--- config.mk ---
export PLATFORM = sky130hd
export DESIGN_NAME = file_name_directory_table_unit_flat
export DESIGN_NICKNAME = d
export VERILOG_FILES = /design/src/design/fndt_pkg.sv /design/src/design/fndt_if.sv /design/src/design/fndt_table.sv /design/src/design/file_name_directory_table_unit.sv /design/src/flat_wrapper.sv
export VERILOG_INCLUDE_DIRS = /design/src /design/src/design
export SDC_FILE = /design/constraint.sdc
export NUM_CORES = 2
export LEC_CHECK = 0
export BUFFER_PORTS_ARGS = -buffer_cell sky130_fd_sc_hd__buf_2
export CAP_MARGIN = 5
export CORE_MARGIN = 2
export CORE_UTILIZATION = 54
export DETAILED_ROUTE_END_ITERATION = 16
export GPL_TIMING_DRIVEN = 0
export PLACE_DENSITY = 0.68
export SYNTH_ARGS = -nofsm -noshare
export SYNTH_HDL_FRONTEND = slang
export SYNTH_SLANG_ARGS = --single-unit
--- constraint.sdc ---
create_clock -name clk -period 6.08 [get_ports clk]
set_clock_uncertainty 0.1 [all_clocks]
set_input_delay 1.216 -clock clk [delete_from_list [all_inputs] [get_ports clk]]
set_output_delay 1.216 -clock clk [all_outputs]
set_load 0.03 [all_outputs]
--- src/design/assert_macros.svh ---
// Assertion macros for the design. Define NO_ASSERTIONS to compile them out.
`ifndef ASSERT_MACROS_SVH
`define ASSERT_MACROS_SVH

`ifndef NO_ASSERTIONS

// The consequent must hold in the same cycle as the antecedent.
`define ASSERT_SAME(label, clk, rst_n, ante, cons) \
	label: assert property (@(posedge clk) disable iff (!(rst_n)) (ante) |-> (cons)) \
		else $error("assertion failed");

// The consequent must hold in the cycle after the antecedent.
`define ASSERT_NEXT(label, clk, rst_n, ante, cons) \
	label: assert property (@(posedge clk) disable iff (!(rst_n)) (ante) |=> (cons)) \
		else $error("assertion failed");

`else

`define ASSERT_SAME(label, clk, rst_n, ante, cons)
`define ASSERT_NEXT(label, clk, rst_n, ante, cons)

`endif

`endif

--- src/design/fndt_pkg.sv ---
package fndt_pkg;

	localparam int TABLE_SIZE  = 16;
	localparam int NAME_BYTES  = 8;
	localparam int SECTOR_BITS = 16;

	localparam int IDX_W    = (TABLE_SIZE > 1) ? $clog2(TABLE_SIZE) : 1;
	localparam int NAME_W   = NAME_BYTES * 8;
	localparam int SECTOR_W = SECTOR_BITS;

	// Request kinds; the fourth code is not a request and changes nothing.
	typedef enum logic [1:0] {
		REQ_FIND   = 2'd0,
		REQ_ADD    = 2'd1,
		REQ_REMOVE = 2'd2
	} req_kind_t;

	typedef struct packed {
		logic [1:0]  req_type;
		logic [63:0] file_name;
		logic [15:0] header_sector;
	} req_t;

	typedef struct packed {
		logic        ok;
		logic [3:0]  entry_index;
		logic [15:0] found_sector;
	} rsp_t;

	typedef logic [IDX_W-1:0] idx_t;

	typedef struct packed {
		logic [NAME_W-1:0]   name;
		logic [SECTOR_W-1:0] sector;
	} entry_t;

	typedef struct packed {
		logic   rd_en;
		idx_t   rd_addr;
		logic   wr_en;
		logic   set_valid;
		logic   clr_valid;
		idx_t   wr_addr;
		entry_t wr_data;
	} tbl_cmd_t;

endpackage

--- src/design/fndt_if.sv ---
interface fndt_req_if;
	logic            valid;
	logic            ready;
	fndt_pkg::req_t  data;

	modport source (output valid, output data, input ready);
	modport sink (input valid, input data, output ready);
endinterface

interface fndt_rsp_if;
	logic            valid;
	logic            ready;
	fndt_pkg::rsp_t  data;

	modport source (output valid, output data, input ready);
	modport sink (input valid, input data, output ready);
endinterface

--- src/design/fndt_table.sv ---
module fndt_table (
	input  logic               clk,
	input  logic               arst_n,
	input  fndt_pkg::tbl_cmd_t cmd,
	output fndt_pkg::entry_t   rd_data,
	output logic               rd_valid
);
	import fndt_pkg::*;

	entry_t                mem [TABLE_SIZE];
	entry_t                rd_data_q;
	logic [TABLE_SIZE-1:0] valid_q;
	logic                  rd_valid_q;

	always_ff @(posedge clk) begin
		if (cmd.wr_en) begin
			mem[cmd.wr_addr] <= cmd.wr_data;
		end
		if (cmd.rd_en) begin
			rd_data_q <= mem[cmd.rd_addr];
		end
	end

	// Valid marks live in flops so that reset empties the table at once.
	always_ff @(posedge clk or negedge arst_n) begin
		if (!arst_n) begin
			valid_q    <= '0;
			rd_valid_q <= 1'b0;
		end else begin
			if (cmd.set_valid) begin
				valid_q[cmd.wr_addr] <= 1'b1;
			end else if (cmd.clr_valid) begin
				valid_q[cmd.wr_addr] <= 1'b0;
			end
			if (cmd.rd_en) begin
				rd_valid_q <= valid_q[cmd.rd_addr];
			end
		end
	end

	assign rd_data  = rd_data_q;
	assign rd_valid = rd_valid_q;

endmodule

--- src/design/file_name_directory_table_unit.sv ---
// A request is taken only in idle; the scan then reads every entry in turn through
// the single read port of the table memory, then a done state writes back and
// loads the response. No new request is taken until that write-back is done.
// A new request is taken while the previous response still waits in its output register.
// Reset clears all valid marks at once (the table is empty); no clearing pass is needed.
`include "assert_macros.svh"

module file_name_directory_table_unit (
	input  logic       clk,
	input  logic       arst_n,
	fndt_req_if.sink   req,
	fndt_rsp_if.source rsp
);
	import fndt_pkg::*;

	typedef enum logic [1:0] {
		ST_IDLE,
		ST_SCAN,
		ST_DONE
	} state_t;

	state_t              state_q;
	logic [1:0]          req_q;
	logic [NAME_W-1:0]   name_q;
	logic [SECTOR_W-1:0] sector_q;
	idx_t                scan_idx_q;
	logic                hit_q;
	idx_t                hit_idx_q;
	logic [SECTOR_W-1:0] hit_sector_q;
	logic                free_q;
	idx_t                free_idx_q;
	logic                out_valid_q;
	rsp_t                rsp_q;

	tbl_cmd_t            cmd;
	entry_t              rd_data;
	logic                rd_valid;

	logic                in_xfer;
	logic                scan_last;
	logic                entry_match;
	logic                done_go;
	logic                add_ok;
	logic                res_ok;
	idx_t                res_idx;
	logic [SECTOR_W-1:0] res_sector;
	logic                rsp_blank;

	fndt_table u_table (
		.clk      (clk),
		.arst_n   (arst_n),
		.cmd      (cmd),
		.rd_data  (rd_data),
		.rd_valid (rd_valid)
	);

	assign req.ready   = (state_q == ST_IDLE);
	assign in_xfer     = req.valid && req.ready;
	assign scan_last   = (scan_idx_q == IDX_W'(TABLE_SIZE - 1));
	assign entry_match = rd_valid && (rd_data.name == name_q);
	assign done_go     = (state_q == ST_DONE) && (!out_valid_q || rsp.ready);
	assign add_ok      = !hit_q && free_q;

	always_comb begin
		res_ok     = 1'b0;
		res_idx    = '0;
		res_sector = '0;
		case (req_q)
			REQ_FIND: begin
				res_ok = hit_q;
				if (hit_q) begin
					res_idx    = hit_idx_q;
					res_sector = hit_sector_q;
				end
			end
			REQ_ADD: begin
				res_ok = add_ok;
				if (add_ok) begin
					res_idx = free_idx_q;
				end
			end
			REQ_REMOVE: begin
				res_ok = hit_q;
				if (hit_q) begin
					res_idx = hit_idx_q;
				end
			end
			default: begin
				res_ok = 1'b0;
			end
		endcase
	end

	always_comb begin
		cmd             = '0;
		cmd.rd_en       = in_xfer || ((state_q == ST_SCAN) && !scan_last);
		cmd.rd_addr     = (state_q == ST_SCAN) ? scan_idx_q + idx_t'(1) : '0;
		cmd.wr_en       = done_go && (req_q == REQ_ADD) && add_ok;
		cmd.set_valid   = cmd.wr_en;
		cmd.clr_valid   = done_go && (req_q == REQ_REMOVE) && hit_q;
		cmd.wr_addr     = (req_q == REQ_ADD) ? free_idx_q : hit_idx_q;
		cmd.wr_data     = '{name: name_q, sector: sector_q};
	end

	// Request payload and scan results; no reset needed.
	always_ff @(posedge clk) begin
		if (in_xfer) begin
			req_q    <= req.data.req_type;
			name_q   <= req.data.file_name[NAME_W-1:0];
			sector_q <= req.data.header_sector[SECTOR_W-1:0];
		end
		if (state_q == ST_SCAN) begin
			if (entry_match && !hit_q) begin
				hit_idx_q    <= scan_idx_q;
				hit_sector_q <= rd_data.sector;
			end
			if (!rd_valid && !free_q) begin
				free_idx_q <= scan_idx_q;
			end
		end
		if (done_go) begin
			rsp_q.ok           <= res_ok;
			rsp_q.entry_index  <= 4'(res_idx);
			rsp_q.found_sector <= 16'(res_sector);
		end
	end

	always_ff @(posedge clk or negedge arst_n) begin
		if (!arst_n) begin
			state_q     <= ST_IDLE;
			scan_idx_q  <= '0;
			hit_q       <= 1'b0;
			free_q      <= 1'b0;
			out_valid_q <= 1'b0;
		end else begin
			// A new response may load in the same cycle the old one transfers.
			if (done_go) begin
				out_valid_q <= 1'b1;
			end else if (out_valid_q && rsp.ready) begin
				out_valid_q <= 1'b0;
			end
			case (state_q)
				ST_IDLE: begin
					if (in_xfer) begin
						state_q    <= ST_SCAN;
						scan_idx_q <= '0;
						hit_q      <= 1'b0;
						free_q     <= 1'b0;
					end
				end
				ST_SCAN: begin
					if (entry_match) begin
						hit_q <= 1'b1;
					end
					if (!rd_valid) begin
						free_q <= 1'b1;
					end
					if (scan_last) begin
						state_q <= ST_DONE;
					end else begin
						scan_idx_q <= scan_idx_q + idx_t'(1);
					end
				end
				ST_DONE: begin
					if (done_go) begin
						state_q <= ST_IDLE;
					end
				end
				default: begin
					state_q <= ST_IDLE;
				end
			endcase
		end
	end

	assign rsp.valid = out_valid_q;
	assign rsp.data  = rsp_q;

	assign rsp_blank = (rsp_q.entry_index == 4'd0) && (rsp_q.found_sector == 16'd0);

	`ASSERT_SAME(a_rsp_from_done, clk, arst_n, $rose(out_valid_q), $past(state_q == ST_DONE))
	`ASSERT_SAME(a_fail_is_zero, clk, arst_n, out_valid_q && !rsp_q.ok, rsp_blank)
	`ASSERT_NEXT(a_scan_ends, clk, arst_n, (state_q == ST_SCAN) && scan_last, state_q == ST_DONE)
	`ASSERT_NEXT(a_scan_starts, clk, arst_n, in_xfer, (state_q == ST_SCAN) && (scan_idx_q == '0) && !hit_q && !free_q)

endmodule
--- src/flat_wrapper.sv ---
// flat-port wrapper written by rule: the top's interface ports become plain ports
module file_name_directory_table_unit_flat import fndt_pkg::*;
  (clk, arst_n, req_valid, req_data, req_ready, rsp_valid, rsp_data, rsp_ready);
  fndt_req_if req_i ();
  fndt_rsp_if rsp_i ();
  input  logic clk;
  input  logic arst_n;
  input wire logic [$bits(req_i.valid)-1:0] req_valid;
  input wire logic [$bits(req_i.data)-1:0] req_data;
  output wire logic [$bits(req_i.ready)-1:0] req_ready;
  output wire logic [$bits(rsp_i.valid)-1:0] rsp_valid;
  output wire logic [$bits(rsp_i.data)-1:0] rsp_data;
  input wire logic [$bits(rsp_i.ready)-1:0] rsp_ready;
  assign req_i.valid = req_valid;
  assign req_i.data = req_data;
  assign req_ready = req_i.ready;
  assign rsp_valid = rsp_i.valid;
  assign rsp_data = rsp_i.data;
  assign rsp_i.ready = rsp_ready;
  file_name_directory_table_unit u_core (.clk(clk), .arst_n(arst_n), .req(req_i), .rsp(rsp_i));
endmodule
==> key figures <==
Critical path
  • R2r setup slk: 2.10 ns
  • CP max stage delay: 0.83 ns
  • CP cell instances: xnor2_1 > nand4_1 > nor4_1 > nand4_1 > nor3_2 > buf_6
  • CP Launch Point: u_core.name_q[44]$_DFFE_PP_
  • Worst Path Required: 6.43 ns
  • Crit Path Class: register to register
  • Data arrival, critical path: 4.32 ns
  • Startpoint Class: register
  • Critical path's slowest cell: nor3_2
  • Worst Setup EP: u_core.hit_sector_q[14]$_DFFE_PP_
  • FF-to-FF path depth: 6
  • Worst reg2reg endpoint: u_core.hit_sector_q[14]$_DFFE_PP_
  • CP most frequent cell: nand4_1
  • Setup crit end kind: register
  • Worst r2r src: u_core.name_q[44]$_DFFE_PP_
  • Critical path fanouts, max: 17

Logic synthesis
  • Cells after Synth: 2,649
  • Post-synth top flop: edfxtp_1
  • Syn Std Cell Area: 0.0566 mm2
  • Netlist cell types: 51
  • Synth Area in Simple Gates: 1.69%
  • Post-Synth Adder-Cell Area: 0.0221%
  • Proportion of synthesized area in mux cells: 11.1%
  • Post-synthesis sequential area ratio: 80.1%
  • Synth top area share: 78.9%
  • Synth Area in Compound Gates: 4.65%
  • Synth area leaders: edfxtp_1 (79%), mux4_2 (9.1%), a22oi_1 (2.1%)
  • Avg Inst Size Synth: 21.4 um2
  • FF+latch count, synth: 1,513
  • Largest family of logic cells by synthesized area: multiplexers
  • Async SR Flop Fraction: 1.72%
  • Yosys warning count: 0
  • Xor and xnor area share after synthesis: 0.944%
  • Syn nets: 2,736
  • Number of flops mapped to enable cells by yosys: 1,487
  • Largest area contributor in the netlist: edfxtp_1

Clock tree
  • Root Driver: clkbuf_16
  • Hold Buf Count CTS: 0
  • CTS Buf Count: 152
  • Max clock buf depth: 3
  • Post-cts sizing count: 0
  • Num Clock Sinks: 1,513
  • CTS tree: done
  • Htree depth: 4
  • Clk Latency, worst-skew pair: 0.75 ns
  • Clk pin slew, worst setup/hold paths: 0.06 ns
  • Setup bufs post-CTS: 0

Finish
  • Final net count: 3,057
  • Design area: 0.0649 mm2
  • ANT cells: 0
  • Multi-input logic area: 0.0106 mm2
  • Non-filler cells, final: 4,469
  • Share of layout cells above drive strength 1: 23.3%
  • Fillers: 7,003
  • Area Growth Syn to Fin: 14.8%
  • Storage element area: 0.0453 mm2

Place
  • Setup Slack @ Placement: 2.02 ns
  • Placed instance count: 4,196
  • Placed Area: 0.0602 mm2
  • Dpl hpwl: 83,600 um
  • Port buffer count: 108
  • GPL Wtd Cong: 0.787

GRT
  • Number of global-route vias before repair: 28,751
  • Initial antenna violation count: 0
  • M1 GR Usage: 36.1%
  • Gr usage total: 24.7%
  • GR Layer Usage met3: 4.58%
  • Met2 GRT Util: 38.8%
  • GRT Max-Usage Layer: met2
  • Largest net degree at the start of global routing: 70
  • Grt ovf: 0
  • First-pass GRT wire length: 192,000 um

Timing
  • Final period util: 65.4%
  • Worst relative slew slack: 9.26%
  • Hold Violations, Final: 0
  • Setup slack after layout: 2.10 ns
  • Max-slew violations: 0
  • Period minus WS final: 3.98 ns
  • RSZ-0062 raised after global routing: false
  • Final setup fails: 0
  • Worst-Margin Slew: 1.35 ns
  • Fmax: 251 MHz
  • Hold slack: 0.318 ns

Die
  • FP Rows: 118
  • Chip width: 328 um
  • Initial Utilization: 54.6%
  • Die Area: 0.107 mm2
  • Top Ports: 109
  • Core area: 0.104 mm2
  • Die height: 328 um

Run
  • Max-Cap Viols: 0

Drt
  • Via-to-Cell Ratio: 6.32
  • Final ANT Viol Nets: 0
  • Initial drt markers: 3,694
  • DRC violation count after routing: 0
  • WL per Instance: 29.4 um
  • DR vias: 28,263
  • Total wire length: 131,000 um
  • TritonRoute pass-1 iters: 6

Power and ir drop
  • Power per standard cell area: 515 mW/mm2
  • LEAKAGE: 21.1 nW
  • Max VDD drop: 452 uV
  • Total power: 33.4 mW

Run status
  • Status: finished, final reports clean

Worst hold path
  • Hold WC Path Type: register to register
routing by layer:
layer  share of wire, %  routed length [um]
met5                  0                   0
met4                2.5                3340
met3                9.0               11800
met2                 48               62900
met1                 41               53500
logic make-up after synthesis:
group,after synthesis
AO/OA/AOI/OAI,391
XOR/XNOR,61
adder cells (fa/ha/maj),1
buffers and inverters,157
flip-flops,1513
multiplexers,325
AND/OR/NAND/NOR,201
power breakdown:
part / internal [mW] / switching, mW
registers: 12.5 / 0.468
clock network: 5.16 / 3.80
logic: 4.57 / 6.95
registers in the layout (all words and copies together), names as in the netlist, 2 cells and up, named ones only:
signal                  flops
u_core.u_table.mem       1280
u_core.name_q              64
u_core.u_table.rd_data     80
u_core.free_idx_q           4
u_core.hit_idx_q            4
u_core.sector_q            16
u_core.state_q              2
u_core.rsp.data            21
u_core.hit_sector_q        16
u_core.req_q                2
u_core.scan_idx_q           4
worst max-delay path: cells and delay by family, from the launching register on:
| family | cells | cell delay, ns |
|---|---|---|
| simple gates | 4 | 1.93 |
| xor+xnor | 1 | 0.75 |
| flops | 1 | 0.59 |
| buf+inv | 1 | 0.29 |
layout by cell type (no fill, tap or decap), types with 3 or more instances in the layout:
cell           n
nor2_1         6
nand2b_1       6
nand3_1        3
bufinv_16     10
buf_2        160
nor4_1         6
o21ai_0       22
nor2b_1        6
clkinv_8       4
nand2_1      105
nor3_2         3
buf_1          3
and2_1        17
mux4_2       229
nand4_1       12
nor2_4        17
clkinv_1      32
clkbuf_1      86
xnor2_1       49
buf_16         5
edfxtp_1    1487
o21ai_1       18
dfrtp_1       26
mux4_1        11
xor2_1        12
clkinv_2      27
o22ai_1      170
a31oi_1        4
clkbuf_16    157
mux2i_1       84
a211oi_1       3
a22oi_1      160
inv_1         13
nor3_1         8
clkinvlp_4     5
inv_6          5
buf_6         18
buf_4         16
buf_12        50
cell type report:
class | instances | share of cell area (%)
sequential | 1513 | 69.8
multi-input combinational | 979 | 16.3
clock buffer | 189 | 6.25
timing repair buffer | 167 | 2.66
tap | 1380 | 2.66
buffer | 142 | 1.20
clock inverter | 84 | 1.09
inverter | 15 | 0.0944
cells in the mapped netlist (18+ instances only):
library cell  number
clkbuf_1          55
nand2_1          105
a22oi_1          160
edfxtp_1        1487
nor2_1            24
mux2i_1           84
o21ai_0           22
buf_2             52
xnor2_1           49
o21ai_1           18
dfrtp_1           26
o22ai_1          170
mux4_2           229
how the worst min path moves through the flow:
stage,to,cells after the start,startpoint
4_1_cts,u_core.hit_sector_q[9]$_DFFE_PP_,0,u_core.u_table.rd_data[9]$_DFFE_PP_
2_1_floorplan,u_core.hit_sector_q[0]$_DFFE_PP_,0,u_core.u_table.rd_data[0]$_DFFE_PP_
6_report,u_core.hit_sector_q[9]$_DFFE_PP_,0,u_core.u_table.rd_data[9]$_DFFE_PP_
3_3_place_gp,u_core.hit_sector_q[8]$_DFFE_PP_,0,u_core.u_table.rd_data[8]$_DFFE_PP_
5_1_grt,u_core.hit_sector_q[9]$_DFFE_PP_,0,u_core.u_table.rd_data[9]$_DFFE_PP_
3_5_place_dp,u_core.hit_sector_q[9]$_DFFE_PP_,0,u_core.u_table.rd_data[9]$_DFFE_PP_
through the flow:
| step | util [%] | TNS, ns |
|---|---|---|
| after global placement | 56.8 | -4826.30 |
| after global routing | 62.7 | 0 |
| final | 62.7 | 0 |
| after detailed placement | 58.1 | 0 |
| after floorplan | - | 0 |
| after CTS | 62.7 | 0 |
No activity file was read; power rests on OpenSTA's default activity.
